===== src/pfda_pkg.sv =====
// pfda_pkg: shared types, constants and the microcode program of the PID core.
// No dependencies; all core files but pfda_stream_if use it by scoped names.

package pfda_pkg;

  localparam int unsigned DATA_W    = 32;
  localparam int unsigned CFG_IDX_W = 3;
  localparam int unsigned FILT_BITS = 16;
  localparam int unsigned COEF_W    = 17;
  localparam int unsigned PC_W      = 4;

  localparam logic [COEF_W-1:0] FILT_ONE = COEF_W'(1 << FILT_BITS);

  localparam logic signed [DATA_W-1:0] INTEG_UPPER_RST = 32'sd4587520;
  localparam logic signed [DATA_W-1:0] INTEG_LOWER_RST = -32'sd4587520;
  localparam logic signed [DATA_W-1:0] DRIVE_UPPER_RST = 32'sd6553600;
  localparam logic signed [DATA_W-1:0] DRIVE_LOWER_RST = -32'sd6553600;

  typedef enum logic [CFG_IDX_W-1:0] {
    CFG_PROP_GAIN   = 3'd0,
    CFG_INTEG_GAIN  = 3'd1,
    CFG_DERIV_GAIN  = 3'd2,
    CFG_FILT_COEFF  = 3'd3,
    CFG_INTEG_UPPER = 3'd4,
    CFG_INTEG_LOWER = 3'd5,
    CFG_DRIVE_UPPER = 3'd6,
    CFG_DRIVE_LOWER = 3'd7
  } cfg_idx_e;

  typedef enum logic {
    OP_RUN   = 1'b0,
    OP_CLEAR = 1'b1
  } op_e;

  typedef struct packed {
    logic signed [DATA_W-1:0] prop_gain;
    logic signed [DATA_W-1:0] integ_gain_half_period;
    logic signed [DATA_W-1:0] deriv_gain_per_period;
    logic        [COEF_W-1:0] filter_coeff;
    logic signed [DATA_W-1:0] integ_upper;
    logic signed [DATA_W-1:0] integ_lower;
    logic signed [DATA_W-1:0] drive_upper;
    logic signed [DATA_W-1:0] drive_lower;
  } cfg_t;

  typedef struct packed {
    logic                     op;
    logic signed [DATA_W-1:0] setpoint;
    logic signed [DATA_W-1:0] measured;
  } in_item_t;

  typedef struct packed {
    logic signed [DATA_W-1:0] drive;
    logic signed [DATA_W-1:0] error_out;
  } out_item_t;

  // Multiplier A operand; B follows from it (error for kp, diff register otherwise)
  typedef enum logic [1:0] {
    MA_KP   = 2'd0,
    MA_KI   = 2'd1,
    MA_KD   = 2'd2,
    MA_COEF = 2'd3
  } mul_a_e;

  typedef enum logic [1:0] {
    DF_HOLD  = 2'd0,
    DF_FILT  = 2'd1,
    DF_ESUM  = 2'd2,
    DF_DERIV = 2'd3
  } diff_e;

  typedef enum logic [2:0] {
    AC_HOLD          = 3'd0,
    AC_LOAD_MS       = 3'd1,
    AC_ADD_RAW       = 3'd2,
    AC_LOAD_INT_TERM = 3'd3,
    AC_LOAD_TERM     = 3'd4,
    AC_ADD_UI        = 3'd5,
    AC_SUB_TERM      = 3'd6
  } acc_e;

  typedef enum logic [1:0] {
    EM_NONE  = 2'd0,
    EM_RUN   = 2'd1,
    EM_CLEAR = 2'd2
  } emit_e;

  typedef enum logic {
    JC_NEXT  = 1'b0,
    JC_CLEAR = 1'b1
  } jmp_e;

  typedef struct packed {
    jmp_e            jmp;
    logic [PC_W-1:0] target;
    logic            last;
    logic            wait_out;
    logic            mul_en;
    mul_a_e          mul_a;
    diff_e           diff;
    acc_e            acc;
    logic            err_ld;
    logic            yf_ld;
    logic            ui_ld;
    emit_e           emit;
  } uword_t;

  typedef struct packed {
    logic   load_in;
    logic   step_en;
    uword_t uw;
  } ctl_t;

  typedef struct packed {
    logic op_clear;
  } sts_t;

  localparam logic [PC_W-1:0] PC_CLEAR = 4'd8;

  // Control store. Products issued at step n are consumed at step n+1.
  function automatic uword_t ucode(input logic [PC_W-1:0] pc);
    uword_t w;
    w = '0;
    case (pc)
      4'd0: begin
        w.err_ld = 1'b1;
        w.diff   = DF_FILT;
        w.acc    = AC_LOAD_MS;
        w.jmp    = JC_CLEAR;
        w.target = PC_CLEAR;
      end
      4'd1: begin
        w.mul_en = 1'b1;
        w.mul_a  = MA_COEF;
        w.diff   = DF_ESUM;
      end
      4'd2: begin
        w.acc    = AC_ADD_RAW;
        w.mul_en = 1'b1;
        w.mul_a  = MA_KI;
      end
      4'd3: begin
        w.yf_ld  = 1'b1;
        w.acc    = AC_LOAD_INT_TERM;
        w.mul_en = 1'b1;
        w.mul_a  = MA_KP;
      end
      4'd4: begin
        w.ui_ld = 1'b1;
        w.acc   = AC_LOAD_TERM;
        w.diff  = DF_DERIV;
      end
      4'd5: begin
        w.mul_en = 1'b1;
        w.mul_a  = MA_KD;
        w.acc    = AC_ADD_UI;
      end
      4'd6: begin
        w.acc = AC_SUB_TERM;
      end
      4'd7: begin
        w.emit     = EM_RUN;
        w.wait_out = 1'b1;
        w.last     = 1'b1;
      end
      PC_CLEAR: begin
        w.emit     = EM_CLEAR;
        w.wait_out = 1'b1;
        w.last     = 1'b1;
      end
      default: begin
        w.last = 1'b1;
      end
    endcase
    return w;
  endfunction

endpackage


===== src/pfda_stream_if.sv =====
// pfda_stream_if: valid/ready channel carrying one item of a chosen payload type.
// Depends on nothing; payload types come from pfda_pkg at instantiation.

interface pfda_stream_if #(
  parameter type payload_t = logic
) ();
  logic     valid;
  logic     ready;
  payload_t payload;

  modport source (output valid, output payload, input ready);
  modport sink   (input valid, input payload, output ready);
endinterface


===== src/pfda_cfg_regs.sv =====
// pfda_cfg_regs: configuration register file written through a plain write port.
// Depends on pfda_pkg for the register indexes, reset values and cfg_t.

module pfda_cfg_regs (
  input  logic                              clk_i,
  input  logic                              rst_ni,
  input  logic                              cfg_we_i,
  input  logic [pfda_pkg::CFG_IDX_W-1:0]    cfg_idx_i,
  input  logic [pfda_pkg::DATA_W-1:0]       cfg_data_i,
  output pfda_pkg::cfg_t                    cfg_o
);

  pfda_pkg::cfg_t cfg_q;
  pfda_pkg::cfg_t cfg_d;

  always_comb begin
    cfg_d = cfg_q;
    if (cfg_we_i) begin
      case (pfda_pkg::cfg_idx_e'(cfg_idx_i))
        pfda_pkg::CFG_PROP_GAIN:   cfg_d.prop_gain              = cfg_data_i;
        pfda_pkg::CFG_INTEG_GAIN:  cfg_d.integ_gain_half_period = cfg_data_i;
        pfda_pkg::CFG_DERIV_GAIN:  cfg_d.deriv_gain_per_period  = cfg_data_i;
        pfda_pkg::CFG_FILT_COEFF:  cfg_d.filter_coeff = cfg_data_i[pfda_pkg::COEF_W-1:0];
        pfda_pkg::CFG_INTEG_UPPER: cfg_d.integ_upper            = cfg_data_i;
        pfda_pkg::CFG_INTEG_LOWER: cfg_d.integ_lower            = cfg_data_i;
        pfda_pkg::CFG_DRIVE_UPPER: cfg_d.drive_upper            = cfg_data_i;
        pfda_pkg::CFG_DRIVE_LOWER: cfg_d.drive_lower            = cfg_data_i;
        default: cfg_d = cfg_q;
      endcase
    end
  end

  always_ff @(posedge clk_i or negedge rst_ni) begin
    if (!rst_ni) begin
      cfg_q.prop_gain              <= '0;
      cfg_q.integ_gain_half_period <= '0;
      cfg_q.deriv_gain_per_period  <= '0;
      cfg_q.filter_coeff           <= '0;
      cfg_q.integ_upper            <= pfda_pkg::INTEG_UPPER_RST;
      cfg_q.integ_lower            <= pfda_pkg::INTEG_LOWER_RST;
      cfg_q.drive_upper            <= pfda_pkg::DRIVE_UPPER_RST;
      cfg_q.drive_lower            <= pfda_pkg::DRIVE_LOWER_RST;
    end else begin
      cfg_q <= cfg_d;
    end
  end

  assign cfg_o = cfg_q;

endmodule


===== src/pfda_ucode_seq.sv =====
// pfda_ucode_seq: step counter over the microcode store, handshakes and output valid.
// Depends on pfda_pkg for the control word, its decoder and ctl_t/sts_t.

module pfda_ucode_seq (
  input  logic           clk_i,
  input  logic           rst_ni,
  input  logic           in_valid_i,
  output logic           in_ready_o,
  output logic           out_valid_o,
  input  logic           out_ready_i,
  input  pfda_pkg::sts_t sts_i,
  output pfda_pkg::ctl_t ctl_o
);

  logic                      busy_q, busy_d;
  logic [pfda_pkg::PC_W-1:0] pc_q, pc_d;
  logic                      out_valid_q, out_valid_d;
  pfda_pkg::uword_t          uw;
  logic                      stall;
  logic                      accept;
  logic                      step;

  always_comb begin
    uw     = pfda_pkg::ucode(pc_q);
    // hold the emit step while the previous result is still unclaimed
    stall  = uw.wait_out && out_valid_q && !out_ready_i;
    accept = in_valid_i && !busy_q;
    step   = busy_q && !stall;

    busy_d      = busy_q;
    pc_d        = pc_q;
    out_valid_d = out_valid_q && !out_ready_i;

    if (accept) begin
      busy_d = 1'b1;
      pc_d   = '0;
    end
    if (step) begin
      if (uw.emit != pfda_pkg::EM_NONE) begin
        out_valid_d = 1'b1;
      end
      if (uw.last) begin
        busy_d = 1'b0;
      end else if (uw.jmp == pfda_pkg::JC_CLEAR && sts_i.op_clear) begin
        pc_d = uw.target;
      end else begin
        pc_d = pc_q + 1'b1;
      end
    end
  end

  always_ff @(posedge clk_i or negedge rst_ni) begin
    if (!rst_ni) begin
      busy_q      <= 1'b0;
      pc_q        <= '0;
      out_valid_q <= 1'b0;
    end else begin
      busy_q      <= busy_d;
      pc_q        <= pc_d;
      out_valid_q <= out_valid_d;
    end
  end

  assign in_ready_o    = !busy_q;
  assign out_valid_o   = out_valid_q;
  assign ctl_o.load_in = accept;
  assign ctl_o.step_en = step;
  assign ctl_o.uw      = uw;

endmodule


===== src/pfda_datapath.sv =====
// pfda_datapath: shared magnitude multiplier, accumulator, clamps and controller state.
// Depends on pfda_pkg; driven step by step by the control word of pfda_ucode_seq.

module pfda_datapath #(
  parameter int unsigned FRAC_BITS = 16
) (
  input  logic                clk_i,
  input  logic                rst_ni,
  input  pfda_pkg::ctl_t      ctl_i,
  input  pfda_pkg::cfg_t      cfg_i,
  input  pfda_pkg::in_item_t  in_item_i,
  output pfda_pkg::sts_t      sts_o,
  output pfda_pkg::out_item_t out_item_o
);

  localparam int unsigned W  = pfda_pkg::DATA_W;
  localparam int unsigned AW = 2 * W;

  // captured item
  logic                op_q;
  logic signed [W-1:0] sp_q;
  logic signed [W-1:0] ms_q;

  // controller state
  logic signed [W-1:0] prev_err_q;
  logic signed [W-1:0] integ_q;
  logic signed [W-1:0] pf_q;

  // working registers
  logic signed [W-1:0]  err_q, err_d;
  logic signed [W:0]    diff_q, diff_d;
  logic signed [AW-1:0] acc_q, acc_d;
  logic signed [W-1:0]  yf_q, yf_d;
  logic signed [W-1:0]  ui_q, ui_d;
  logic [AW-1:0]        prod_q, prod_d;
  logic                 neg_q, neg_d;

  logic signed [W-1:0] drive_q, err_out_q;

  logic signed [W:0]      e_wide;
  logic [pfda_pkg::COEF_W-1:0] coef_sat;
  logic signed [W-1:0]    a_val;
  logic                   a_neg;
  logic [W-1:0]           a_mag;
  logic                   b_neg;
  logic [W:0]             b_mag;
  logic [AW:0]            prod_full;
  logic [AW-1:0]          shifted;
  logic signed [AW-1:0]   term;
  logic signed [AW-1:0]   raw;
  logic signed [AW-1:0]   yf_sum;
  logic signed [W-1:0]    drive_clamped;

  function automatic logic signed [W-1:0] clamp_w(
    input logic signed [AW-1:0] v,
    input logic signed [W-1:0]  hi,
    input logic signed [W-1:0]  lo
  );
    logic signed [W-1:0] r;
    if (v > AW'(hi)) begin
      r = hi;
    end else if (v < AW'(lo)) begin
      r = lo;
    end else begin
      r = v[W-1:0];
    end
    return r;
  endfunction

  always_comb begin
    // saturating error
    e_wide = (W+1)'(sp_q) - (W+1)'(ms_q);
    if (e_wide[W] != e_wide[W-1]) begin
      err_d = e_wide[W] ? {1'b1, {(W-1){1'b0}}} : {1'b0, {(W-1){1'b1}}};
    end else begin
      err_d = e_wide[W-1:0];
    end

    case (ctl_i.uw.diff)
      pfda_pkg::DF_FILT:  diff_d = (W+1)'(pf_q) - (W+1)'(ms_q);
      pfda_pkg::DF_ESUM:  diff_d = (W+1)'(err_q) + (W+1)'(prev_err_q);
      pfda_pkg::DF_DERIV: diff_d = (W+1)'(yf_q) - (W+1)'(pf_q);
      default:            diff_d = diff_q;
    endcase

    // sign-magnitude operands for the shared multiplier
    coef_sat = (cfg_i.filter_coeff > pfda_pkg::FILT_ONE) ? pfda_pkg::FILT_ONE
                                                         : cfg_i.filter_coeff;
    case (ctl_i.uw.mul_a)
      pfda_pkg::MA_KP: a_val = cfg_i.prop_gain;
      pfda_pkg::MA_KI: a_val = cfg_i.integ_gain_half_period;
      pfda_pkg::MA_KD: a_val = cfg_i.deriv_gain_per_period;
      default:         a_val = '0;
    endcase
    if (ctl_i.uw.mul_a == pfda_pkg::MA_COEF) begin
      a_neg = 1'b0;
      a_mag = W'(coef_sat);
    end else begin
      a_neg = a_val[W-1];
      a_mag = a_neg ? W'(-a_val) : W'(a_val);
    end
    if (ctl_i.uw.mul_a == pfda_pkg::MA_KP) begin
      b_neg = err_q[W-1];
      // zero-extend so the most negative error keeps its magnitude
      b_mag = {1'b0, (b_neg ? W'(-err_q) : W'(err_q))};
    end else begin
      b_neg = diff_q[W];
      b_mag = b_neg ? (W+1)'(-diff_q) : (W+1)'(diff_q);
    end
    prod_full = (AW+1)'(a_mag) * (AW+1)'(b_mag);
    prod_d    = prod_full[AW-1:0];
    neg_d     = a_neg ^ b_neg;

    // gain products truncate toward zero after the fraction shift
    shifted = prod_q >> FRAC_BITS;
    term    = neg_q ? -$signed(shifted) : $signed(shifted);
    raw     = neg_q ? -$signed(prod_q) : $signed(prod_q);

    case (ctl_i.uw.acc)
      pfda_pkg::AC_LOAD_MS:       acc_d = AW'(ms_q) <<< pfda_pkg::FILT_BITS;
      pfda_pkg::AC_ADD_RAW:       acc_d = acc_q + raw;
      pfda_pkg::AC_LOAD_INT_TERM: acc_d = AW'(integ_q) + term;
      pfda_pkg::AC_LOAD_TERM:     acc_d = term;
      pfda_pkg::AC_ADD_UI:        acc_d = acc_q + AW'(ui_q);
      pfda_pkg::AC_SUB_TERM:      acc_d = acc_q - term;
      default:                    acc_d = acc_q;
    endcase

    // filter output: bias negative values so the arithmetic shift truncates toward zero
    yf_sum = acc_q + (acc_q[AW-1] ? AW'((1 << pfda_pkg::FILT_BITS) - 1) : '0);
    yf_d   = yf_sum[pfda_pkg::FILT_BITS+W-1:pfda_pkg::FILT_BITS];

    ui_d          = clamp_w(acc_q, cfg_i.integ_upper, cfg_i.integ_lower);
    drive_clamped = clamp_w(acc_q, cfg_i.drive_upper, cfg_i.drive_lower);
  end

  always_ff @(posedge clk_i) begin
    if (ctl_i.load_in) begin
      op_q <= in_item_i.op;
      sp_q <= in_item_i.setpoint;
      ms_q <= in_item_i.measured;
    end
    if (ctl_i.step_en) begin
      if (ctl_i.uw.err_ld) err_q <= err_d;
      diff_q <= diff_d;
      acc_q  <= acc_d;
      if (ctl_i.uw.yf_ld) yf_q <= yf_d;
      if (ctl_i.uw.ui_ld) ui_q <= ui_d;
      if (ctl_i.uw.mul_en) begin
        prod_q <= prod_d;
        neg_q  <= neg_d;
      end
      case (ctl_i.uw.emit)
        pfda_pkg::EM_RUN: begin
          drive_q   <= drive_clamped;
          err_out_q <= err_q;
        end
        pfda_pkg::EM_CLEAR: begin
          drive_q   <= '0;
          err_out_q <= '0;
        end
        default: ;
      endcase
    end
  end

  always_ff @(posedge clk_i or negedge rst_ni) begin
    if (!rst_ni) begin
      prev_err_q <= '0;
      integ_q    <= '0;
      pf_q       <= '0;
    end else if (ctl_i.step_en) begin
      case (ctl_i.uw.emit)
        pfda_pkg::EM_RUN: begin
          prev_err_q <= err_q;
          integ_q    <= ui_q;
          pf_q       <= yf_q;
        end
        pfda_pkg::EM_CLEAR: begin
          prev_err_q <= '0;
          integ_q    <= '0;
          pf_q       <= '0;
        end
        default: ;
      endcase
    end
  end

  assign sts_o.op_clear       = (op_q == pfda_pkg::OP_CLEAR);
  assign out_item_o.drive     = drive_q;
  assign out_item_o.error_out = err_out_q;

endmodule


===== src/pid_filtered_derivative_antiwindup_core.sv =====
// Channel  | Dir | Payload                           | Handshake
// in_if    | in  | op, setpoint, measured (Q16.16)   | valid/ready, taken on valid & ready
// out_if   | out | drive, error_out (Q16.16)         | valid/ready, taken on valid & ready
// cfg      | in  | cfg_idx_i, cfg_data_i             | write on cfg_we_i, no stall
//
// A run item passes the accept edge and eight microcode steps, four of which feed the
// single shared 32x33 magnitude multiplier; a new item waits for the last step. A clear
// item runs step 0, then the clear step. The emit step holds while the output register
// is full, so a new item is taken while the previous result still waits downstream.
// Reset clears configuration to its defaults and the controller state to zero.
//
// Top level of the PID core; depends on pfda_pkg, pfda_stream_if, pfda_cfg_regs,
// pfda_ucode_seq and pfda_datapath.

module pid_filtered_derivative_antiwindup_core #(
  parameter int unsigned FRAC_BITS = 16
) (
  input  logic                           clk_i,
  input  logic                           rst_ni,
  input  logic                           cfg_we_i,
  input  logic [pfda_pkg::CFG_IDX_W-1:0] cfg_idx_i,
  input  logic [pfda_pkg::DATA_W-1:0]    cfg_data_i,
  pfda_stream_if.sink                    in_if,
  pfda_stream_if.source                  out_if
);

  pfda_pkg::cfg_t      cfg;
  pfda_pkg::ctl_t      ctl;
  pfda_pkg::sts_t      sts;
  pfda_pkg::out_item_t out_item;

  pfda_cfg_regs u_cfg_regs (
    .clk_i      (clk_i),
    .rst_ni     (rst_ni),
    .cfg_we_i   (cfg_we_i),
    .cfg_idx_i  (cfg_idx_i),
    .cfg_data_i (cfg_data_i),
    .cfg_o      (cfg)
  );

  pfda_ucode_seq u_seq (
    .clk_i       (clk_i),
    .rst_ni      (rst_ni),
    .in_valid_i  (in_if.valid),
    .in_ready_o  (in_if.ready),
    .out_valid_o (out_if.valid),
    .out_ready_i (out_if.ready),
    .sts_i       (sts),
    .ctl_o       (ctl)
  );

  pfda_datapath #(
    .FRAC_BITS (FRAC_BITS)
  ) u_datapath (
    .clk_i      (clk_i),
    .rst_ni     (rst_ni),
    .ctl_i      (ctl),
    .cfg_i      (cfg),
    .in_item_i  (in_if.payload),
    .sts_o      (sts),
    .out_item_o (out_item)
  );

  assign out_if.payload = out_item;

endmodule


===== src/flat_wrapper.sv =====
// flat-port wrapper written by rule: the top's interface ports become plain ports
module pid_filtered_derivative_antiwindup_core_flat import pfda_pkg::*;
#(
  parameter int unsigned FRAC_BITS = 16
)
  (clk_i, rst_ni, cfg_we_i, cfg_idx_i, cfg_data_i, in_if_valid, in_if_payload, in_if_ready, out_if_valid, out_if_payload, out_if_ready);
  pfda_stream_if #(.payload_t(in_item_t)) in_if_i ();
  pfda_stream_if #(.payload_t(out_item_t)) out_if_i ();
  input  logic clk_i;
  input  logic rst_ni;
  input  logic cfg_we_i;
  input  logic [pfda_pkg::CFG_IDX_W-1:0] cfg_idx_i;
  input  logic [pfda_pkg::DATA_W-1:0] cfg_data_i;
  input wire logic [$bits(in_if_i.valid)-1:0] in_if_valid;
  input wire logic [$bits(in_if_i.payload)-1:0] in_if_payload;
  output wire logic [$bits(in_if_i.ready)-1:0] in_if_ready;
  output wire logic [$bits(out_if_i.valid)-1:0] out_if_valid;
  output wire logic [$bits(out_if_i.payload)-1:0] out_if_payload;
  input wire logic [$bits(out_if_i.ready)-1:0] out_if_ready;
  assign in_if_i.valid = in_if_valid;
  assign in_if_i.payload = in_if_payload;
  assign in_if_ready = in_if_i.ready;
  assign out_if_valid = out_if_i.valid;
  assign out_if_payload = out_if_i.payload;
  assign out_if_i.ready = out_if_ready;
  pid_filtered_derivative_antiwindup_core #(.FRAC_BITS(FRAC_BITS)) u_core (.clk_i(clk_i), .rst_ni(rst_ni), .cfg_we_i(cfg_we_i), .cfg_idx_i(cfg_idx_i), .cfg_data_i(cfg_data_i), .in_if(in_if_i), .out_if(out_if_i));
endmodule

===== config.mk =====
export PLATFORM = sky130hd
export DESIGN_NAME = pid_filtered_derivative_antiwindup_core_flat
export DESIGN_NICKNAME = d
export VERILOG_FILES = /design/src/pfda_pkg.sv /design/src/pfda_stream_if.sv /design/src/pfda_cfg_regs.sv /design/src/pfda_ucode_seq.sv /design/src/pfda_datapath.sv /design/src/pid_filtered_derivative_antiwindup_core.sv /design/src/flat_wrapper.sv
export SDC_FILE = /design/constraint.sdc
export NUM_CORES = 2
export LEC_CHECK = 0
export BUFFER_PORTS_ARGS = -buffer_cell sky130_fd_sc_hd__buf_2
export CAP_MARGIN = 20
export CORE_MARGIN = 2
export CORE_UTILIZATION = 50
export DETAILED_ROUTE_END_ITERATION = 6
export PLACE_DENSITY_LB_ADDON = 0.1
export SYNTH_ARGS = -nofsm -noshare
export SYNTH_HDL_FRONTEND = slang
export SYNTH_SLANG_ARGS = --single-unit

===== constraint.sdc =====
create_clock -name clk_i -period 38.8 [get_ports clk_i]
set_clock_uncertainty 0.05 [all_clocks]
set_input_delay 11.64 -clock clk_i [delete_from_list [all_inputs] [get_ports clk_i]]
set_output_delay 11.64 -clock clk_i [all_outputs]
set_load 0.01 [all_outputs]

# Word-level counts from Yosys, hierarchy flattened
# Index checks and enable logic that the tools add are counted.
[op_classes] addsub=15 mul=1 n_lt_le_gt_ge=5 n_eq_ne=30 mux=42 bitwise_logic=1 n_reduce_logical=33
[op_table] op="$pmux 64 s6" n=1
[op_table] op="$mux 32" n=9
[op_table] op="$pmux 32 s2" n=4
[op_table] op="$gt 64x32->1" n=2
[op_table] op="$lt 64x32->1" n=2
[op_table] op="$mux 64" n=2
[op_table] op="$pmux 33 s3" n=1
[op_table] op="$sub 32x32->33" n=3
[op_table] op="$pmux 32 s3" n=1
[op_table] op="$mux 33" n=2
[op_table] op="$add 32x64->64" n=1
[op_table] op="$add 64x32->64" n=1
[op_table] op="$add 64x64->64" n=1
[op_table] op="$mul 32x33->64" n=1
[op_table] op="$neg 32->32" n=2
[op_table] op="$neg 48->64" n=1
[op_table] op="$neg 64->64" n=1
[op_table] op="$sub 64x64->64" n=1
[op_table] op="$add 48x16->48" n=1
[op_table] op="$add 32x32->33" n=1
[op_table] op="$neg 33->33" n=1
[op_table] op="$reduce_and 2->1" n=15
[op_table] op="$eq 3x3->1 const B" n=7
[op_table] op="$pmux 3 s6" n=1
[op_table] op="other kinds (30)" n=65
[word_totals] reg_bits=730 inputBits=105 output_inout_bits=66 wordCells=153

# Depth between registers and ports, before layout
[depth] word_depth=8 ltp_mapped=46

# Cells and area by module
# A second synthesis with hierarchy kept.
[hier_totals] hier_cells=9893 area_unflattened_um2=90685.7
[modules_own_cells] module="pfda_datapath" n_inst=1 cells_per_inst=9303 area_each_um2=80982.7 seq_area_each_um2=14023.4
[modules_own_cells] module="pfda_cfg_regs" n_inst=1 cells_per_inst=519 area_each_um2=9116.2 seq_area_each_um2=6069.6
[modules_own_cells] module="pfda_ucode_seq" n_inst=1 cells_per_inst=71 area_each_um2=586.8 seq_area_each_um2=150.1

# Worst setup path after synthesis
# No wires, ideal clock.
[synth_timing] path_type="input to register" from="input out_if_ready" to="register u_core.u_datapath.acc_q[0], enable pin" setup_ns=0.828 arrival_time_ns=22.002 slack_ns=15.920 path_stages=3 n_path_buf=0 cell_sequence="nand2b_1 o21ai_0 a2111oi_0"
[synth_via] elab_chain_len=5
[synth_lines] item="start, declared" line_no="flat_wrapper.sv:19" text="input wire logic [$bits(out_if_i.ready)-1:0] out_if_ready;"
[synth_lines] item="$logic_not 1->1" line_no="pfda_ucode_seq.sv:26" text="stall = uw.wait_out && out_valid_q && !out_ready_i;"
[synth_lines] item="$logic_and 1x1->1" line_no="pfda_ucode_seq.sv:26"
[synth_lines] item="$logic_not 1->1" line_no="pfda_ucode_seq.sv:28" text="step = busy_q && !stall;"
[synth_lines] item="$logic_and 1x1->1" line_no="pfda_ucode_seq.sv:28"
[synth_lines] item="$reduce_and 2->1 (no source line)"
[synth_lines] item="end signal, assigned" line_no="pfda_datapath.sv:146" text="acc_q <= acc_d;"
[synth_lines] item="end, declared" line_no="pfda_datapath.sv:32" text="logic signed [AW-1:0] acc_q, acc_d;"
# No other way between the ends.
# A chain may end at the register's enable or synchronous reset.

# Worst setup path after layout
[layout_timing] from="register u_core.u_seq.pc_q[0] (netlist bit)" to="register u_core.u_datapath.prod_q[61] (data pin)"
[layout_via] elab_chain_len=8 word_cells_on_any_way=15 classes_between="1 x add/sub; 1 x mul; 7 x eq/ne; 5 x mux; 1 x reduce/logical"
[layout_lines] item="start, declared" line_no="pfda_ucode_seq.sv:16" text="logic [pfda_pkg::PC_W-1:0] pc_q, pc_d;"
[layout_lines] item="start signal, assigned" line_no="pfda_ucode_seq.sv:59" text="pc_q <= pc_d;"
[layout_lines] item="$eq 4x3->1 (tied with other cells)" line_no="pfda_pkg.sv:124" text="case (pc)"
[layout_lines] item="$pmux 3 s4 (*)" line_no="pfda_pkg.sv:124"
[layout_lines] item="$eq 2x2->1 (tied with other cells)" line_no="pfda_datapath.sv:89" text="case (ctl_i.uw.mul_a)"
[layout_lines] item="$pmux 32 s3" line_no="pfda_datapath.sv:89"
[layout_lines] item="$neg 32->32" line_no="pfda_datapath.sv:100" text="a_mag = a_neg ? W'(-a_val) : W'(a_val);"
[layout_lines] item="$mux 32" line_no="pfda_datapath.sv:100"
[layout_lines] item="$mux 32" line_no="pfda_datapath.sv:95" text="if (ctl_i.uw.mul_a == pfda_pkg::MA_COEF) begin"
[layout_lines] item="$mul 32x33->64 (*)" line_no="pfda_datapath.sv:110" text="prod_full = (AW+1)'(a_mag) * (AW+1)'(b_mag);"
[layout_lines] item="via u_core.u_datapath.prod_full[61]" line_no="pfda_datapath.sv:47" text="logic [AW:0] prod_full;"
[layout_lines] item="end signal, assigned" line_no="pfda_datapath.sv:150" text="prod_q <= prod_d;"
[layout_lines] item="end, declared" line_no="pfda_datapath.sv:35" text="logic [AW-1:0] prod_q, prod_d;"
# The timed path passes the listed nets; every way through them passes the cells marked *.

==> metrics.json <==
{
  "place": {
    "placed_cell_area_sq_mm": 0.0938,
    "portBuffers": 170,
    "place_hpwl_microns": 257000,
    "gp_routability_congestion": 0.997
  },
  "sta": {
    "finalSetupViolations": 0,
    "finalHoldViolCount": 0,
    "unrepaired_setup_endpoints_after_global_routing": "false",
    "max_clock_freq_mhz": 71.7,
    "layout_min_cycle_time_ns": 13.95,
    "fin_crit_sh": 0.360,
    "max_slew_margin": 0.184,
    "timing_worst_slew_pin_value_ns": 1.22,
    "drv_slew": 0,
    "totalNegativeSetupSlack_ns": 0
  },
  "min_path": {
    "timing.hold.worst.start": "u_core.u_datapath.integ_q[16]$_DFFE_PN0P_",
    "hp_class": "flop to flop",
    "min_to": "u_core.u_datapath.integ_q[16]$_DFFE_PN0P_",
    "hold-path-cell-count": 2
  },
  "detailed_routing": {
    "drtPass1Iterations": 7,
    "vias_per_cell": 6.13,
    "route.antenna.remaining_nets": 0,
    "route.detailed.wl_per_inst_microns": 26.7,
    "route.detailed.drc": 5,
    "routed_wirelength_microns": 328000,
    "vias": 75300,
    "drt-initial-drc-count": 7450
  },
  "setup_path": {
    "critPathArrivalTime_ns": 14.37,
    "cpLargestDelayFamily": "adder cells",
    "r2r.worst_path.cells": 37,
    "crit_path_frequent_cell": "sky130_fd_sc_hd__fa_1",
    "cp_max_fanout": 38,
    "worst_setup_path_startpoint": "u_core.u_seq.pc_q[0]$_DFF_PN0_",
    "cp.buffers_inverters": 6,
    "internal_reg_to_reg_setup_slack_ns": 24.85,
    "timing.setup.critical_path_class": "flop to flop",
    "worstSetupStartpointType": "flop",
    "cpPeakStageDelay_ns": 0.84,
    "critPathSlowestCell": "sky130_fd_sc_hd__nor4_1",
    "worst_setup_path_end_kind": "flop",
    "critical_path.reg2reg.startpoint": "u_core.u_seq.pc_q[0]$_DFF_PN0_",
    "cp_data_required_time_ns": 39.22,
    "critical_path.reg2reg.endpoint": "u_core.u_datapath.prod_q[61]$_DFFE_PP_"
  },
  "floorplanning": {
    "die-width_microns": 428,
    "top_level_ports": 171,
    "placement_rows": 155,
    "start_util": 0.503,
    "chip_height_microns": 428,
    "die_area_sq_mm": 0.183,
    "floorplan.core_area_sq_mm": 0.178
  },
  "synth": {
    "summed_instance_area_of_the_synthesized_netlist_sq_mm": 0.0898,
    "synth_area_leaders": "sky130_fd_sc_hd__fa_1 21%, sky130_fd_sc_hd__edfxtp_1 13%, sky130_fd_sc_hd__ha_1 11%",
    "yosys.cell_count.top_type": "sky130_fd_sc_hd__inv_1",
    "ys_seq_area_frac": 0.225,
    "syn-mean-instance-area_sq_um": 9.13,
    "count_of_flip_flops_with_a_built_in_enable_after_synthesis": 387,
    "synth.ff_latch_count": 730,
    "syn-num-nets": 11700,
    "main_flop_type_after_synthesis": "sky130_fd_sc_hd__edfxtp_1",
    "yosys_warnings": 0,
    "ys_top_cells_by_count": "1330 x sky130_fd_sc_hd__inv_1, 1130 x sky130_fd_sc_hd__nand2_1, 931 x sky130_fd_sc_hd__fa_1, 794 x sky130_fd_sc_hd__ha_1, 698 x sky130_fd_sc_hd__nor2_1",
    "ys_async_sr_fraction": 0.470,
    "cell_accounting_for_the_most_synthesized_area": "sky130_fd_sc_hd__fa_1",
    "cell_variety_after_synth": 104,
    "netlist.area_leader.share": 0.208,
    "synthesis.instances": 9828
  },
  "clocking": {
    "cts_root_buf": "sky130_fd_sc_hd__clkbuf_16",
    "clock_path_buffers": 3,
    "clkTransAtPathRegs_ns": 0.07,
    "post_cts.repair.setup_buffers": 0,
    "post_cts.resized_instances": 0,
    "cts_num_sinks": 730,
    "tritoncts_clock_tree": "built",
    "htree_num_levels": 3,
    "ctsHoldBuffers": 0,
    "tritoncts_buffers": 91,
    "clk_latency_ns": 0.79
  },
  "final_layout": {
    "final_cell_area_sq_mm": 0.0972,
    "drive_gt1_frac": 0.0957,
    "area_growth_pct": 8.24,
    "utilization": 0.545,
    "fillers": 16400,
    "design.final.nets": 11700
  },
  "outcome": {
    "violations_in_the_final_reports": "DRC",
    "status": "finished with violations"
  },
  "run": {
    "maxCapViolations": 0
  },
  "global_route": {
    "grt_use_total": 0.360,
    "gr-total-overflow": 0,
    "grt_pass1_wl_microns": 486000,
    "antenna_violations_before_repair": 12,
    "grt_start_max_net_pins": 78,
    "grt_pass1_vias": 75000
  }
}
-- worst reg2reg max path: cells and delay by family (launching register included) --
kind                     cells  cell delay, ns
XOR/XNOR                     1            0.16
flip-flops                   1            0.45
AO/OA/AOI/OAI               11            3.70
buffers and inverters        6            0.49
adder cells (fa/ha/maj)     10            5.01
AND/OR/NAND/NOR              9            3.82
-- cell usage in the layout, fill, tap and decap left out, types with 39 or more instances in the layout --
master / netlist / routed
sky130_fd_sc_hd__inv_1: 1330 / 1328
sky130_fd_sc_hd__nand2_1: 1130 / 1128
sky130_fd_sc_hd__fa_1: 931 / 931
sky130_fd_sc_hd__ha_1: 794 / 793
sky130_fd_sc_hd__nor2_1: 698 / 689
sky130_fd_sc_hd__o21ai_0: 469 / 459
sky130_fd_sc_hd__a21oi_1: 426 / 422
sky130_fd_sc_hd__edfxtp_1: 387 / 387
sky130_fd_sc_hd__xnor2_1: 330 / 318
sky130_fd_sc_hd__dfrtp_1: 312 / 312
sky130_fd_sc_hd__mux2_2: 255 / 255
sky130_fd_sc_hd__xor2_1: 254 / 251
sky130_fd_sc_hd__a21o_1: 244 / 244
sky130_fd_sc_hd__buf_4: 2 / 178
sky130_fd_sc_hd__buf_2: 5 / 169
sky130_fd_sc_hd__nand3_1: 121 / 119
sky130_fd_sc_hd__nand4_1: 117 / 117
sky130_fd_sc_hd__mux2i_1: 118 / 109
sky130_fd_sc_hd__nand2b_1: 108 / 108
sky130_fd_sc_hd__nor2b_1: 102 / 102
sky130_fd_sc_hd__nor3_1: 105 / 97
sky130_fd_sc_hd__clkbuf_16: 0 / 94
sky130_fd_sc_hd__and2_1: 79 / 78
sky130_fd_sc_hd__o21a_1: 70 / 70
sky130_fd_sc_hd__a211oi_1: 69 / 67
sky130_fd_sc_hd__o31ai_1: 66 / 66
sky130_fd_sc_hd__or3_1: 65 / 65
sky130_fd_sc_hd__nor4_1: 61 / 60
sky130_fd_sc_hd__a222oi_1: 46 / 46
sky130_fd_sc_hd__and3_1: 43 / 43
sky130_fd_sc_hd__a31oi_1: 39 / 39
-- flip-flops by register name, summed over array words and instances, names as in the netlist, 4 cells and up --
register                      cells
u_core.u_cfg_regs.cfg_o         241
u_core.u_datapath.acc_q          64
u_core.u_datapath.prod_q         64
u_core.u_datapath.diff_q         33
u_core.u_datapath.drive_q        32
u_core.u_datapath.err_out_q      32
u_core.u_datapath.err_q          32
u_core.u_datapath.integ_q        32
u_core.u_datapath.ms_q           32
u_core.u_datapath.pf_q           32
u_core.u_datapath.prev_err_q     32
u_core.u_datapath.sp_q           32
u_core.u_datapath.ui_q           32
u_core.u_datapath.yf_q           32
u_core.u_seq.pc_q                 4
-- how the worst max path moves through the flow --
stage / to / slack [ns] / depth (start not counted)
2_1_floorplan: u_core.u_datapath.acc_q[0]$_DFFE_PP_ / 15.92 / 3
3_3_place_gp: u_core.u_datapath.err_out_q[0]$_DFFE_PP_ / 24.13 / 8
3_5_place_dp: u_core.u_datapath.err_out_q[1]$_DFFE_PP_ / 24.08 / 8
4_1_cts: u_core.u_datapath.err_out_q[1]$_DFFE_PP_ / 24.91 / 8
5_1_grt: u_core.u_datapath.prod_q[61]$_DFFE_PP_ / 23.98 / 37
6_report: u_core.u_datapath.prod_q[61]$_DFFE_PP_ / 24.85 / 37
-- final cells by class --
type,count,area (sq um),share of cell area
antenna,2,5.00,0.0000515
clock buffer,113,2490,0.0257
inverter,1332,5000,0.0515
multi-input combinational,7334,63400,0.652
timing repair buffer,356,2360,0.0243
sequential,730,20200,0.208
clock inverter,59,724,0.00746
tap,2355,2950,0.0303
-- through the flow --
step	cells	worst slack, ns	hold slack (ns)
6_report	12300	24.85	0.444
5_1_grt	12300	23.98	0.465
4_1_cts	12300	24.91	0.447
3_5_place_dp	12100	24.08	0.431
3_3_place_gp	12100	24.13	0.421
2_1_floorplan	9828	15.92	0.405
-- cell families after synthesis --
group | share of synthesized area
xor+xnor | 0.0575
buf+inv | 0.0745
fa+ha+maj | 0.319
compound gates | 0.133
flops | 0.225
simple gates | 0.145
mux | 0.0454
-- routing by layer --
| layer | global-route usage | routed length (microns) |
|---|---|---|
| met5 | 0 | 21 |
| met4 | 0.160 | 16900 |
| met3 | 0.0602 | 28500 |
| met2 | 0.555 | 146000 |
| met1 | 0.498 | 137000 |
Power is not shown: default switching activity piles up to over one toggle a cycle in this logic, so the estimate is an artifact.
